File: src/sv/pis_pkg.sv
`timescale 1ns / 1ps
// ----------------------------------------------------------------------------
// pis_pkg: shared types and constants for pose inlier scoring
// Field widths, fixed-point constants and the controller/datapath command set.
// ----------------------------------------------------------------------------
package pis_pkg;

  localparam int unsigned RegW   = 48;
  localparam int unsigned CfgIdxW = 2;
  localparam int unsigned CntW   = 13;
  localparam int unsigned CostW  = 28;
  localparam int unsigned PcW    = 32;   // camera point, Q.12 over the point's scale, floored
  localparam int unsigned SqW    = 70;   // sum of squares
  localparam int unsigned NormW  = 35;
  localparam int unsigned DotW   = 52;
  localparam int unsigned QW     = 15;   // quotient bits kept (cap 16384)

  localparam logic signed [15:0] OneQ14 = 16'sd16384;

  localparam logic [CfgIdxW-1:0] RegRot0  = 2'd0;
  localparam logic [CfgIdxW-1:0] RegRot1  = 2'd1;
  localparam logic [CfgIdxW-1:0] RegRot2  = 2'd2;
  localparam logic [CfgIdxW-1:0] RegTrans = 2'd3;

  typedef struct packed {
    logic signed [15:0] point_x;
    logic signed [15:0] point_y;
    logic signed [15:0] point_z;
    logic signed [15:0] bearing_x;
    logic signed [15:0] bearing_y;
    logic signed [15:0] bearing_z;
    logic signed [15:0] cos_threshold;
    logic               last_match;
  } match_t;

  typedef struct packed {
    logic               inlier_flag;
    logic signed [15:0] match_cosine;
    logic [CntW-1:0]    inlier_total;
    logic [CostW-1:0]   cost_total;
    logic               run_end;
  } score_t;

  // controller -> datapath
  typedef struct packed {
    logic       load;      // capture the match
    logic [1:0] row;       // transform row to compute
    logic       row_en;
    logic       sums_en;   // form dot and sum of squares
    logic       sqrt_init;
    logic       sqrt_step;
    logic       div_init;
    logic       div_step;
    logic       finish;    // update totals and result register
  } dp_cmd_t;

  // datapath -> controller
  typedef struct packed {
    logic zero_len;
  } dp_stat_t;

endpackage

File: src/sv/pis_ctrl.sv
`timescale 1ns / 1ps
// ----------------------------------------------------------------------------
// pis_ctrl: sequencer for one match
// Load, three transform rows, sums, 35 root steps, 15 divide steps (skipped
// for a zero-length point), finish. Finish waits while the previous score
// word is still held at the output.
module pis_ctrl (
  input  logic              clk,
  input  logic              rst,
  input  logic              in_valid,
  output logic              in_ready,
  output logic              out_valid,
  input  logic              out_ready,
  input  pis_pkg::dp_stat_t stat,
  output pis_pkg::dp_cmd_t  cmd
);

  typedef enum logic [2:0] {
    S_IDLE, S_ROW, S_SUMS, S_SQRT, S_DIV, S_FIN
  } state_t;

  state_t     state;
  logic [5:0] step;

  assign in_ready = (state == S_IDLE);

  always_comb begin
    cmd           = '0;
    cmd.load      = in_valid && in_ready;
    cmd.row       = step[1:0];
    cmd.row_en    = (state == S_ROW);
    cmd.sums_en   = (state == S_SUMS);
    cmd.sqrt_init = (state == S_SUMS);
    cmd.sqrt_step = (state == S_SQRT);
    cmd.div_init  = (state == S_SQRT) && (step == 6'd0);
    cmd.div_step  = (state == S_DIV);
    cmd.finish    = (state == S_FIN) && (!out_valid || out_ready);
  end

  // state and result valid
  always_ff @(posedge clk) begin
    if (rst) begin
      state     <= S_IDLE;
      step      <= '0;
      out_valid <= 1'b0;
    end else begin
      if (cmd.finish) out_valid <= 1'b1;
      else if (out_ready) out_valid <= 1'b0;
      unique case (state)
        S_IDLE: if (cmd.load) begin state <= S_ROW; step <= '0; end
        S_ROW: begin
          if (step == 6'd2) begin state <= S_SUMS; end
          step <= step + 1'b1;
        end
        S_SUMS: begin state <= S_SQRT; step <= 6'd34; end
        S_SQRT: begin
          if (step == 6'd0) begin
            state <= stat.zero_len ? S_FIN : S_DIV;
            step  <= 6'd14;
          end else step <= step - 1'b1;
        end
        S_DIV: begin
          if (step == 6'd0) state <= S_FIN;
          else step <= step - 1'b1;
        end
        S_FIN: if (cmd.finish) state <= S_IDLE;
        default: state <= S_IDLE;
      endcase
    end
  end

endmodule
File: config.mk
export PLATFORM = sky130hd
export DESIGN_NAME = pis_ctrl
export DESIGN_NICKNAME = d
export VERILOG_FILES = /design/src/sv/pis_pkg.sv /design/src/sv/pis_ctrl.sv
export SDC_FILE = /design/constraint.sdc
export NUM_CORES = 1
export LEC_CHECK = 0
export ABC_AREA = 0
export ABC_CLOCK_PERIOD_IN_PS = 2500
export BUFFER_PORTS_ARGS = -buffer_cell sky130_fd_sc_hd__buf_2
export CAP_MARGIN = 20
export CORE_MARGIN = 2
export CORE_UTILIZATION = 38
export CTS_BUF_LIST = sky130_fd_sc_hd__clkbuf_4
export CTS_CLUSTER_SIZE = 16
export DETAILED_ROUTE_END_ITERATION = 8
export GPL_TIMING_DRIVEN = 0
export SYNTH_ARGS = -nofsm -noshare
export SYNTH_HDL_FRONTEND = slang
export SYNTH_SLANG_ARGS = --single-unit
File: constraint.sdc
create_clock -name clk -period 2.5 [get_ports clk]
set_input_delay 0.125 -clock clk [delete_from_list [all_inputs] [get_ports clk]]
set_output_delay 0.125 -clock clk [all_outputs]
set_load 0.02 [all_outputs]
* Word-level counts from Yosys, hierarchy flattened
Index checks and enable logic that the tools add are counted.
** Cells by class
- Equal/unequal tests :: 12
- Reduce and logical (&&, ||, !) cells :: 11
- Muxes and demuxes :: 13
- $add $sub $neg :: 2
** Operators with widths (count)
- 6-bit one-hot mux with 5 select lines :: 1
- 6-bit 2-to-1 mux :: 3
- 3-bit one-hot mux with 6 select lines :: 1
- 3-bit 2-to-1 mux :: 5
- 2-bit by 1-bit != test with 1-bit output (second input constant) :: 4
- 6-bit by 1-bit adder with 6-bit output (second input constant) :: 1
- 3-bit by 2-bit == test with 1-bit output (second input constant) :: 2
- 3-bit == test (second input constant) :: 2
- 6-bit by 2-bit == test with 1-bit output (second input constant) :: 1
- 6-bit logical NOT :: 1
- 6-bit by 1-bit subtractor with 6-bit output (second input constant) :: 1
- 5-bit AND reduction :: 1
- 5-bit nonzero test :: 1
- 2-bit != test (second input constant) :: 2
- 3-bit by 1-bit == test with 1-bit output (second input constant) :: 1
- 1-bit logical AND :: 3
- 3-bit logical NOT :: 1
- 1-bit 2-to-1 mux :: 3
- 3-bit AND reduction :: 1
- 2-bit nonzero test :: 1
- 1-bit logical NOT :: 1
- 1-bit logical OR :: 1
** Storage, ports and cells
- Output and inout bits :: 12
- Bits of input ports :: 5
- Bits in registers :: 10
- Logic and storage cells :: 41

* Logic depth before layout (Yosys ltp)
- Depth in word-level cells :: 5
- Depth in mapped cells :: 8
- Gate-level depth less buffers :: 7

* Worst setup path after synthesis
Ideal clock, no wire load.
- Path type :: register to register
- Start point :: reg step[0]
- End point :: reg step[5]
- Stages on the path, launching flop included :: 8
- Data required time :: 2.384 ns
- Buffers on the path :: 1
- Path slack :: 0.729 ns
- Clock period less this slack :: 1.771 ns
- Arrival time :: 1.655 ns
- Setup time :: 0.116 ns
- Path through :: dfxtp_1 -> inv_1 -> ha_1 -> buf_8 -> a21oi_1 -> o21ai_2 -> a32o_1 -> a31o_2
** On the way
- Cells in the longest elaborated chain, start to end :: 3
- Elaborated cells between the ends (all ways) :: 8
- Classes of those cells :: 2 x add/sub; 1 x eq/ne; 3 x mux; 2 x reduce/logical
** Ends and longest elaborated chain
- start, declared :: RTL line pis_ctrl.sv:23 : logic [5:0] step;
- start signal, assigned :: RTL line pis_ctrl.sv:53 : step <= step + 1'b1;
- start signal, assigned :: RTL line pis_ctrl.sv:60 : end else step <= step - 1'b1;
- start signal, assigned :: RTL line pis_ctrl.sv:64 : else step <= step - 1'b1;
- 6-bit by 1-bit subtractor with 6-bit output / 6-bit logical NOT (equally long branches)
- 6-bit 2-to-1 mux (tied with other cells) :: RTL line pis_ctrl.sv:63 : if (step == 6'd0) state <= S_FIN;
- 6-bit one-hot mux with 5 select lines / 3-bit AND reduction (equally long branches)
Parallel ways exist; a longest one is shown, timed or not. The select of a mux whose other input is x is not followed.
A chain may end at the register's enable or synchronous reset.

* Final worst setup path
Same ends and word-level chain as after synthesis.

==> out/qor.yml <==
synth:
  async_flop_share: 0
  synth_seq_cells: 10
  synth_fp_nets: 135
  ys_seq_area_frac: 0.208
  synthCells: 126
  syn-cell-area_um2: 963
  ys.flop_type: "dfxtp_1"
  avgSynthCellArea_um2: 7.65
  ys_types: 48
  synth_edf_count: 0
  yosys_warnings: 0
timing:
  fin_skew_ps: 13.2
  tns_ps: 0
  hold_viol: 0
  max_freq_mhz: 490
  rsz0062_at_grt: "no"
  finalCritPeriodShare: 0.817
  tightestPinTransition_ps: 507
  maxSlewViolCount: 0
  min_period_ps: 2040
  slew_headroom: 0.659
  setup_viol: 0
critical_path:
  path_cells: "inv_1, ha_1, buf_8, a21oi_1, o21ai_2, a32o_1, a31o_2"
  crit_family: "compound AO/OA/AOI/OAI gates"
  required_ps: 2670
  r2r_end: "step[5]$_SDFFE_PP0P_"
  r2r_start: "step[0]$_SDFFE_PP0P_"
  path_class: "register to register"
  cp.buffers_inverters: 2
  cp_max_fo: 10
  endpoint: "step[5]$_SDFFE_PP0P_"
  cp.arrival_ps: 2210
  cp-startpoint: "step[0]$_SDFFE_PP0P_"
  slowest_stage: "dfxtp_1"
  max_stage_delay_ps: 480
  reg2reg_slack_ps: 460
  start_kind: "register"
  end_kind: "register"
  worst-path-stages: 7
  worst_r2r_path_depth: 7
pwr:
  comb_power_share: 0.310
  power.total_mw: 0.435
  pwr-share-clk: 0.291
  power_frac_seq: 0.399
  p_switching_mw: 0.158
  p_sw_frac: 0.362
  intPower_mw: 0.277
  peakVddDrop_mv: 0.189
  power.leakage_nw: 0.522
  power_density_nw_per_um2: 394
layout:
  layout_common_cells: "buf_2 (16), nand2_1 (10), dfxtp_1 (10)"
  area_growth_syn_to_layout_pct: 14.4
  seq_area_um2: 200
  diodes: 0
  nets: 155
  final_common_cell: "buf_2"
  layout-drive-gt1-share: 0.234
  fill_cells: 267
  multi_input_area_um2: 656
route:
  ant_nets: 0
  first_iter_violations: 31
  wl_per_cell_um: 13.8
  via_per_inst: 5.66
  drc: 0
  dr_total_vias: 990
  finalWirelength_um: 2420
  drtPass1Iterations: 4
clocking:
  tritoncts: "yes"
  numCtsBuffers: 3
  cts_buffer_depth: 2
  ctsHtreeMaxLevel: 1
  clock_sinks: 10
  cts_setup_buffers: 0
  cts_resized: 0
  clk_latency_ps: 280
  clkTransAtPathRegs_ps: 90
  root_buffer: "clkbuf_4"
  hold_buffers: 0
global_route:
  grtUsageTotal: 0.190
  grt_max_degree: 11
  antenna_found_initial: 0
  grt-ovfl-total: 0
  grt_pass1_wl_um: 4010
  grt_pass1_vias: 931
placement:
  place_congestion: 0.806
  dp_hpwl_um: 1850
  port_buffers: 15
hold_path:
  hp-class: "input port to register"
die:
  chipHeight_um: 54.4
  core_um2: 2430
  die_w_um: 54.4
  io-pin-count: 17
  initial_core_util: 0.396
  die-area_um2: 2950
  core.rowCount: 18
flow_run:
  drv_cap: 0
status:
  outcome: "finished, final reports clean"
cells in the mapped netlist, types with 3 or more instances:
cell / count / share of area
inv_1: 5 / 0.019
buf_4: 3 / 0.023
a211oi_1: 4 / 0.031
clkbuf_1: 4 / 0.016
nand2b_1: 3 / 0.019
and3_1: 3 / 0.019
xor2_1: 5 / 0.045
o21ai_0: 9 / 0.047
nor2_1: 8 / 0.031
a21oi_1: 7 / 0.036
nand3_1: 6 / 0.031
nor2b_1: 3 / 0.019
nand2_1: 10 / 0.039
dfxtp_1: 10 / 0.21
ha_1: 4 / 0.052
metal layers:
layer  part of all wire  vias up  wire (um)  GRT usage
met4              0.018        0         43     0.0833
met5                  0        -          0          0
li1                   -      490          -          -
met3              0.065        7        156     0.0355
met2               0.49       35       1190      0.333
met1               0.42      458       1020      0.222
through the flow:
| stage | setup WS [ps] | hold WS [ps] | cell area [um^2] | util | cells |
|---|---|---|---|---|---|
| 6_report | 458 | 194 | 1100 | 0.453 | 175 |
| 3_5_place_dp | 496 | 476 | 1080 | 0.442 | 171 |
| 3_3_place_gp | 518 | 474 | 1080 | 0.442 | 171 |
| 4_1_cts | 477 | 186 | 1100 | 0.453 | 175 |
| 5_1_grt | 334 | 210 | 1100 | 0.453 | 175 |
| 2_1_floorplan | 729 | 301 | 963 | - | 126 |
sequential cells by signal, indices dropped and copies added, names as in the netlist:
name	cells
out_valid	1
state	3
step	6
cells by family after synthesis:
kind of cell	count (synthesis)	share of synthesized area
buf+inv	18	0.112
fa+ha+maj	4	0.0520
compound gates	39	0.282
simple gates	49	0.292
flops	10	0.208
xor+xnor	6	0.0545
area by class of cell:
cell class	instances	area share
flip-flops and latches	10	0.182
multi-input cells	98	0.595
clock inverters	1	0.00341
clock buffers	3	0.0204
inverters	5	0.0170
repair buffers	15	0.0681
plain buffers	13	0.0806
well taps	30	0.0341
power groups by stage:
| stage | Sequential, mW | Combinational (mW) | Clock, mW |
|---|---|---|---|
| 2_1_floorplan | 0.175 | 0.104 | 0 |
| 3_3_place_gp | 0.177 | 0.133 | 0 |
| 3_5_place_dp | 0.178 | 0.134 | 0 |
| 4_1_cts | 0.174 | 0.135 | 0.131 |
| 5_1_grt | 0.175 | 0.150 | 0.144 |
| 6_report | 0.174 | 0.135 | 0.126 |
worst reg2reg max path: cells and delay by family, from the launching register on:
family	cells	cell delay, ps
AO/OA/AOI/OAI	4	930
flip-flops	1	480
buffers and inverters	2	280
adder cells (fa/ha/maj)	1	240
worst min-delay path by stage:
stage | from | to | slack (ps) | cells past startpoint
after floorplan | in_valid | state[0]$_SDFFE_PP0P_ | 300 | 2
after global placement | in_valid | state[0]$_SDFFE_PP0P_ | 470 | 3
after detailed placement | in_valid | state[0]$_SDFFE_PP0P_ | 480 | 3
after CTS | out_ready | out_valid$_SDFFE_PP0P_ | 190 | 3
after global routing | in_valid | state[0]$_SDFFE_PP0P_ | 210 | 3
final | in_valid | state[0]$_SDFFE_PP0P_ | 190 | 3
Power figures use the tool's default switching activity.
